### src/rtl/core/kbdc_pkg.sv
package kbdc_pkg;

  localparam int unsigned CfgIdxW = 3;
  localparam int unsigned CfgDataW = 32;

  typedef enum logic [CfgIdxW-1:0] {
    REG_NAME_KEY_LOW  = 3'd0,
    REG_NAME_KEY_HIGH = 3'd1,
    REG_EXPECTED_SUM  = 3'd2,
    REG_EXPECTED_XOR  = 3'd3,
    REG_SECOND_PASS   = 3'd4
  } cfg_reg_e;

  localparam logic [31:0] XOR_SEED = 32'd56879;
  localparam logic [3:0]  MOD15_LAST = 4'd14;

  localparam logic [8*15-1:0] KEY15_STR = "GURUguruMinmIN_";
  localparam logic [8*64-1:0] KEY64_STR =
    "!~_Q#xDRgd-d&yfg&'(8)(5(594er2f4asf5f6e5f4s5fvwyjk%fgqTUCFD4568r";

  typedef struct packed {
    logic [31:0] name_key_low;
    logic [31:0] name_key_high;
    logic [31:0] expected_sum;
    logic [31:0] expected_xor;
    logic        second_pass;
  } cfg_t;

  typedef struct packed {
    logic [7:0] idx_low;
    logic [3:0] idx_mod15;
  } pos_t;

  function automatic logic [7:0] key15_at(input logic [3:0] m);
    logic [3:0] mm;
    mm = (m > MOD15_LAST) ? 4'd0 : m;
    return KEY15_STR[8*(14 - int'(mm)) +: 8];
  endfunction

  function automatic logic [7:0] key64_at(input logic [5:0] pos, input logic [31:0] lo,
                                          input logic [31:0] hi);
    logic [31:0] word;
    word = pos[2] ? hi : lo;
    if (pos[5:3] == 3'd1) begin
      return word[8*int'(pos[1:0]) +: 8];
    end
    return KEY64_STR[8*(63 - int'(pos)) +: 8];
  endfunction

endpackage

### src/rtl/core/kbdc_cfg.sv
module kbdc_cfg import kbdc_pkg::*; (
  input  logic                clk_i,
  input  logic                rst_ni,
  input  logic                cfg_we_i,
  input  logic [CfgIdxW-1:0]  cfg_index_i,
  input  logic [CfgDataW-1:0] cfg_data_i,
  output cfg_t                cfg_o
);

  cfg_t cfg_q, cfg_d;

  always_comb begin
    cfg_d = cfg_q;
    if (cfg_we_i) begin
      unique case (cfg_reg_e'(cfg_index_i))
        REG_NAME_KEY_LOW:  cfg_d.name_key_low  = cfg_data_i;
        REG_NAME_KEY_HIGH: cfg_d.name_key_high = cfg_data_i;
        REG_EXPECTED_SUM:  cfg_d.expected_sum  = cfg_data_i;
        REG_EXPECTED_XOR:  cfg_d.expected_xor  = cfg_data_i;
        REG_SECOND_PASS:   cfg_d.second_pass   = cfg_data_i[0];
        default:           cfg_d = cfg_q;
      endcase
    end
  end

  always_ff @(posedge clk_i or negedge rst_ni) begin
    if (!rst_ni) begin
      cfg_q.name_key_low  <= '0;
      cfg_q.name_key_high <= '0;
      cfg_q.expected_sum  <= '0;
      cfg_q.expected_xor  <= XOR_SEED;
      cfg_q.second_pass   <= 1'b0;
    end else begin
      cfg_q <= cfg_d;
    end
  end

  assign cfg_o = cfg_q;

endmodule

### src/rtl/core/kbdc_descr.sv
module kbdc_descr import kbdc_pkg::*; (
  input  cfg_t       cfg_i,
  input  pos_t       pos_i,
  input  logic [7:0] cipher_i,
  output logic [7:0] plain_o,
  output logic [7:0] out_byte_o
);

  logic [7:0]  k64;
  logic [7:0]  mult;
  logic [15:0] prod;
  logic [7:0]  swap_src;

  always_comb begin
    k64      = key64_at(pos_i.idx_low[5:0], cfg_i.name_key_low, cfg_i.name_key_high);
    mult     = key15_at(pos_i.idx_mod15) + {5'd0, pos_i.idx_low[2:0]};
    prod     = k64 * mult;
    plain_o  = ~cipher_i ^ prod[7:0];
    swap_src = ~(plain_o ^ pos_i.idx_low);
    out_byte_o = cfg_i.second_pass ? {swap_src[3:0], swap_src[7:4]} : plain_o;
  end

endmodule

### src/rtl/core/kbdc_accum.sv
module kbdc_accum import kbdc_pkg::*; (
  input  logic       clk_i,
  input  logic       rst_ni,
  input  cfg_t       cfg_i,
  input  logic       advance_i,
  input  logic       last_i,
  input  logic [7:0] plain_i,
  output pos_t       pos_o,
  output logic       sum_match_o,
  output logic       xor_match_o
);

  pos_t        pos_q, pos_d;
  logic [31:0] sum_q, sum_d;
  logic [31:0] xor_q, xor_d;
  logic [31:0] sum_next;
  logic [31:0] xor_next;

  always_comb begin
    sum_next = sum_q + {24'd0, plain_i};
    xor_next = xor_q ^ {24'd0, plain_i};
    sum_match_o = last_i && (sum_next == cfg_i.expected_sum);
    xor_match_o = last_i && (xor_next == cfg_i.expected_xor);

    pos_d = pos_q;
    sum_d = sum_q;
    xor_d = xor_q;
    if (advance_i) begin
      if (last_i) begin
        pos_d = '0;
        sum_d = '0;
        xor_d = XOR_SEED;
      end else begin
        pos_d.idx_low   = pos_q.idx_low + 8'd1;
        pos_d.idx_mod15 = (pos_q.idx_mod15 >= MOD15_LAST) ? 4'd0 : pos_q.idx_mod15 + 4'd1;
        sum_d = sum_next;
        xor_d = xor_next;
      end
    end
  end

  always_ff @(posedge clk_i or negedge rst_ni) begin
    if (!rst_ni) begin
      pos_q <= '0;
      sum_q <= '0;
      xor_q <= XOR_SEED;
    end else begin
      pos_q <= pos_d;
      sum_q <= sum_d;
      xor_q <= xor_d;
    end
  end

  assign pos_o = pos_q;

endmodule

### src/rtl/core/keyed_byte_descrambler_checksum.sv
// Keyed byte descrambler with running checksums. Takes one scrambled byte per beat on the
// slave stream and returns one plain byte per beat on the master stream, at a sustained rate
// of one byte per clock unless m_axis_tready stalls the output: an input register holds
// the beat, the key lookup, 8x8 multiply and checksum update sit between it and the result
// register. Configuration registers (name keys, expected sum and xor, second pass) must be
// written through the cfg port between runs; the block does not enforce this. On the tlast
// beat, tuser has the sum/xor match flags; position counters and checksums return to start.
module keyed_byte_descrambler_checksum import kbdc_pkg::*; (
  input  logic                clk_i,
  input  logic                rst_ni,
  input  logic                cfg_we_i,
  input  logic [CfgIdxW-1:0]  cfg_index_i,
  input  logic [CfgDataW-1:0] cfg_data_i,
  input  logic                s_axis_tvalid,
  output logic                s_axis_tready,
  input  logic [7:0]          s_axis_tdata,   // [7:0] cipher_byte
  input  logic                s_axis_tlast,   // final_byte
  output logic                m_axis_tvalid,
  input  logic                m_axis_tready,
  output logic [7:0]          m_axis_tdata,   // [7:0] plain_byte
  output logic                m_axis_tlast,   // end_of_run
  output logic [1:0]          m_axis_tuser    // [0] sum_match, [1] xor_match
);

  cfg_t       cfg;
  pos_t       pos;
  logic       in_valid_q;
  logic [7:0] in_byte_q;
  logic       in_last_q;
  logic       out_valid_q;
  logic [7:0] out_byte_q;
  logic       out_last_q;
  logic [1:0] out_flags_q;
  logic       advance;
  logic       s_accept;
  logic [7:0] plain;
  logic [7:0] out_byte;
  logic       sum_match;
  logic       xor_match;

  kbdc_cfg u_cfg (
    .clk_i       (clk_i),
    .rst_ni      (rst_ni),
    .cfg_we_i    (cfg_we_i),
    .cfg_index_i (cfg_index_i),
    .cfg_data_i  (cfg_data_i),
    .cfg_o       (cfg)
  );

  kbdc_descr u_descr (
    .cfg_i      (cfg),
    .pos_i      (pos),
    .cipher_i   (in_byte_q),
    .plain_o    (plain),
    .out_byte_o (out_byte)
  );

  kbdc_accum u_accum (
    .clk_i       (clk_i),
    .rst_ni      (rst_ni),
    .cfg_i       (cfg),
    .advance_i   (advance),
    .last_i      (in_last_q),
    .plain_i     (plain),
    .pos_o       (pos),
    .sum_match_o (sum_match),
    .xor_match_o (xor_match)
  );

  assign advance       = in_valid_q && (!out_valid_q || m_axis_tready);
  assign s_axis_tready = !in_valid_q || advance;
  assign s_accept      = s_axis_tvalid && s_axis_tready;

  always_ff @(posedge clk_i or negedge rst_ni) begin
    if (!rst_ni) begin
      in_valid_q  <= 1'b0;
      out_valid_q <= 1'b0;
    end else begin
      if (s_accept) begin
        in_valid_q <= 1'b1;
      end else if (advance) begin
        in_valid_q <= 1'b0;
      end
      if (advance) begin
        out_valid_q <= 1'b1;
      end else if (m_axis_tready) begin
        out_valid_q <= 1'b0;
      end
    end
  end

  always_ff @(posedge clk_i) begin
    if (s_accept) begin
      in_byte_q <= s_axis_tdata;
      in_last_q <= s_axis_tlast;
    end
    if (advance) begin
      out_byte_q  <= out_byte;
      out_last_q  <= in_last_q;
      out_flags_q <= {xor_match, sum_match};
    end
  end

  assign m_axis_tvalid = out_valid_q;
  assign m_axis_tdata  = out_byte_q;
  assign m_axis_tlast  = out_last_q;
  assign m_axis_tuser  = out_flags_q;

endmodule

### config.mk
export PLATFORM = sky130hd
export DESIGN_NAME = keyed_byte_descrambler_checksum
export DESIGN_NICKNAME = d
export VERILOG_FILES = /design/src/rtl/core/kbdc_pkg.sv /design/src/rtl/core/kbdc_cfg.sv /design/src/rtl/core/kbdc_descr.sv /design/src/rtl/core/kbdc_accum.sv /design/src/rtl/core/keyed_byte_descrambler_checksum.sv
export SDC_FILE = /design/constraint.sdc
export NUM_CORES = 1
export LEC_CHECK = 0
export ABC_AREA = 1
export BUFFER_PORTS_ARGS = -buffer_cell sky130_fd_sc_hd__buf_2
export CORE_MARGIN = 2
export CORE_UTILIZATION = 25
export CTS_BUF_LIST = sky130_fd_sc_hd__clkbuf_4
export CTS_CLUSTER_SIZE = 8
export DETAILED_ROUTE_END_ITERATION = 10
export SYNTH_ARGS = -nofsm -noshare
export SYNTH_HDL_FRONTEND = slang
export SYNTH_SLANG_ARGS = --single-unit
### constraint.sdc
create_clock -name clk_i -period 10.55 [get_ports clk_i]
set_input_delay 2.11 -clock clk_i [delete_from_list [all_inputs] [get_ports clk_i]]
set_output_delay 2.11 -clock clk_i [all_outputs]
set_load 0.02 [all_outputs]
==> impl_metrics.csv <==
group,metric,value,unit
synthesis,syn_area,12100,um2
clock_network,clkSinkCount,204,
clock_network,clk_pin_slew_worst_paths,0.07,ns
route,num_vias,10600,
clock_network,htreeDepth,2,
worst_setup_path,required,11.10,ns
clock_network,post_cts_buffers,0,
timing,worst-slew-pin-transition,1.08,ns
synthesis,synth-warning-count,0,
placed_design,port_buffers,61,
worst_setup_path,cp.arrival,9.44,ns
clock_network,cts_tree,"yes",
worst_setup_path,cp-start-kind,"flip-flop",
run_status,outcome,"finished, final reports clean",
timing,rsz0062_at_grt,"false",
clock_network,cts_buffer_depth,3,
route,drtAntennaViolNets,0,
min_path,hold_path_class,"flip-flop to flip-flop",
clock_network,hold_buffers,0,
min_path,hold_end,"u_cfg.cfg_o[120]$_DFFE_PN0P_",
route,routed_via_density,4.66,
clock_network,clockRootBuffer,"clkbuf_4",
timing,slew_viol_final,0,
timing,period_share,0.842,
worst_setup_path,rr_worst_depth,46,
timing,min_period,8.89,ns
worst_setup_path,cp_slowest_cell,"dfrtp_1",
timing,hold_viol_final,0,
worst_setup_path,criticalPathCategory,"flip-flop to flip-flop",
worst_setup_path,cp-end-kind,"flip-flop",
flow_run,drv_cap,0,
synthesis,async_flop_share,0.902,
route,dr.pass1.iters,5,
grt,grt_pass1_vias,10400,
floorplanning,initial_core_util,0.253,
clock_network,cts-resized-gates,0,
timing,tns,0,ns
timing,maxSlewHeadroom,0.278,
synthesis,synth.top_cell.area_share,0.347,
floorplanning,io_pins,62,
worst_setup_path,r2r_end,"m_axis_tuser[0]$_DFFE_PP_",
floorplanning,die_x,224,um
synthesis,yosys-top-cells-area,"dfrtp_1 35%, nand2_1 13%, o21ai_0 7.8%, inv_1 5.8%, edfxtp_1 5.0%",
worst_setup_path,rrSetupSlack,1.66,ns
synthesis,synth_edf_count,20,
min_path,hold_depth,2,
synthesis,synthCells,1541,
synthesis,synth_ff_type,"dfrtp_1",
placed_design,dp_worst_setup_slack,1.69,ns
timing,setup_viol,0,
layout,fin_cells,2272,
layout,nNetsFinal,1716,
floorplanning,rows,80,
timing,fin_skew,0.0681,ns
placed_design,post-dp-hpwl,25.7,mm
route,first_iter_violations,886,
worst_setup_path,startpoint,"u_accum.pos_o[0]$_DFFE_PN0P_",
grt,overflow,0,
clock_network,worstSkewPairLatency,0.74,ns
floorplanning,dieArea,50000,um2
clock_network,numCtsBuffers,54,
route,drt_wl_total,35.5,mm
floorplanning,die_h,224,um
route,drc,0,
synthesis,synth_nets,1643,
synthesis,synth_area_per_cell,7.82,um2
grt,grt_pass1_wl,57.1,mm
placed_design,gp_congestion,0.914,
synthesis,synth_common_cells,"422 x nand2_1, 189 x o21ai_0, 185 x inv_1",
grt,grtUsageTotal,0.144,
layout,area_growth,13.7,%
synthesis,yosysTopAreaCell,"dfrtp_1",
min_path,min_from,"u_cfg.cfg_o[120]$_DFFE_PN0P_",
placed_design,place_inst,2173,
worst_setup_path,cp_max_fo,10,
layout,drive_gt1_frac,0.148,
synthesis,synth-seq-cells,204,
synthesis,yosysMostFrequentCell,"nand2_1",
worst_setup_path,crit_top_cell,"nand2_1",
floorplanning,core_area,47600,um2
grt,grt_max_degree,107,
timing,worst_slack,1.66,ns
synthesis,yosysUniqueCellTypes,50,
route,wl_per_cell,15.6,um
synthesis,ys_seq_area_frac,0.434,
worst_setup_path,max_stage_delay,0.55,ns
timing,max_clock_freq,113,MHz
grt,antenna_found_initial,1,
worst_setup_path,r2r-start,"u_accum.pos_o[0]$_DFFE_PN0P_",
[sequential cells by signal (all words and copies together), names as in the netlist]
signal,flops
m_axis_tdata,8
m_axis_tlast,1
m_axis_tvalid,1
u_cfg.cfg_o,129
u_accum.sum_q,32
in_byte_q,8
in_valid_q,1
u_accum.xor_q,9
u_accum.pos_o,12
in_last_q,1
m_axis_tuser,2
[how the worst max path moves through the flow]
stage                                end  slack, ns  depth (start not counted)
4_1_cts        m_axis_tuser[0]$_DFFE_PP_       1.66                         46
6_report       m_axis_tuser[0]$_DFFE_PP_       1.66                         46
5_1_grt        m_axis_tuser[0]$_DFFE_PP_       0.94                         48
3_5_place_dp   m_axis_tuser[0]$_DFFE_PP_       1.69                         46
3_3_place_gp   m_axis_tuser[0]$_DFFE_PP_       1.87                         43
2_1_floorplan  m_axis_tuser[0]$_DFFE_PP_       2.93                         44
[metal layers]
layer  global-route usage  part of all wire  vias up
li1                     -                 -     5171
met1                0.203              0.47     5042
met4               0.0456             0.024        0
met5                    0                 0        -
met2                0.222              0.44      318
met3               0.0270             0.058       50
[cell families after synthesis]
group | Yosys count | share of synthesized area
simple gates | 693 | 0.253
fa+ha+maj | 53 | 0.0637
xor+xnor | 51 | 0.0377
mux | 2 | 0.00176
flops | 204 | 0.434
buf+inv | 251 | 0.0830
compound gates | 287 | 0.128
[placed cells by master (no fill, tap or decap), types with 30 or more instances in the layout]
| cell type | Yosys | routed |
|---|---|---|
| nand2_1 | 422 | 421 |
| o21ai_0 | 189 | 189 |
| inv_1 | 185 | 185 |
| dfrtp_1 | 167 | 167 |
| nor2_1 | 98 | 97 |
| clkbuf_4 | 0 | 88 |
| nand3_1 | 73 | 72 |
| buf_2 | 10 | 60 |
| ha_1 | 39 | 39 |
| xor2_1 | 38 | 38 |
| a21oi_1 | 37 | 37 |
| o22ai_1 | 30 | 30 |
[critical path, delay by kind of cell, from the launching register on]
family / cells / cell delay [ns]
muxes: 1 / 0.27
adders and majority gates: 9 / 3.16
buffers and inverters: 5 / 0.36
and+or+nand+nor: 21 / 2.65
DFF: 1 / 0.55
AOI/OAI and AO/OA: 6 / 0.94
xor gates and xnor gates: 4 / 0.75
[per-stage QoR]
| stage | hold WS (ns) | utilization | cell area [um2] |
|---|---|---|---|
| final | 0.477 | 0.288 | 13700 |
| after global routing | 0.503 | 0.288 | 13700 |
| after CTS | 0.482 | 0.287 | 13700 |
| after detailed placement | 0.466 | 0.272 | 13000 |
| after global placement | 0.465 | 0.272 | 13000 |
| after floorplan | 0.445 | - | 12100 |
[layout make-up]
class / instances / area (um2)
well taps: 615 / 769
inverters: 197 / 739
clock inverters: 10 / 75.1
flip-flops and latches: 204 / 5230
clock buffers: 88 / 661
multi-input cells: 1086 / 5840
repair buffers: 71 / 389
fillers: 5182 / 33900
diodes: 1 / 2.50
Power is not shown: default switching activity piles up to over one toggle a cycle in this logic, so the estimate is an artifact.
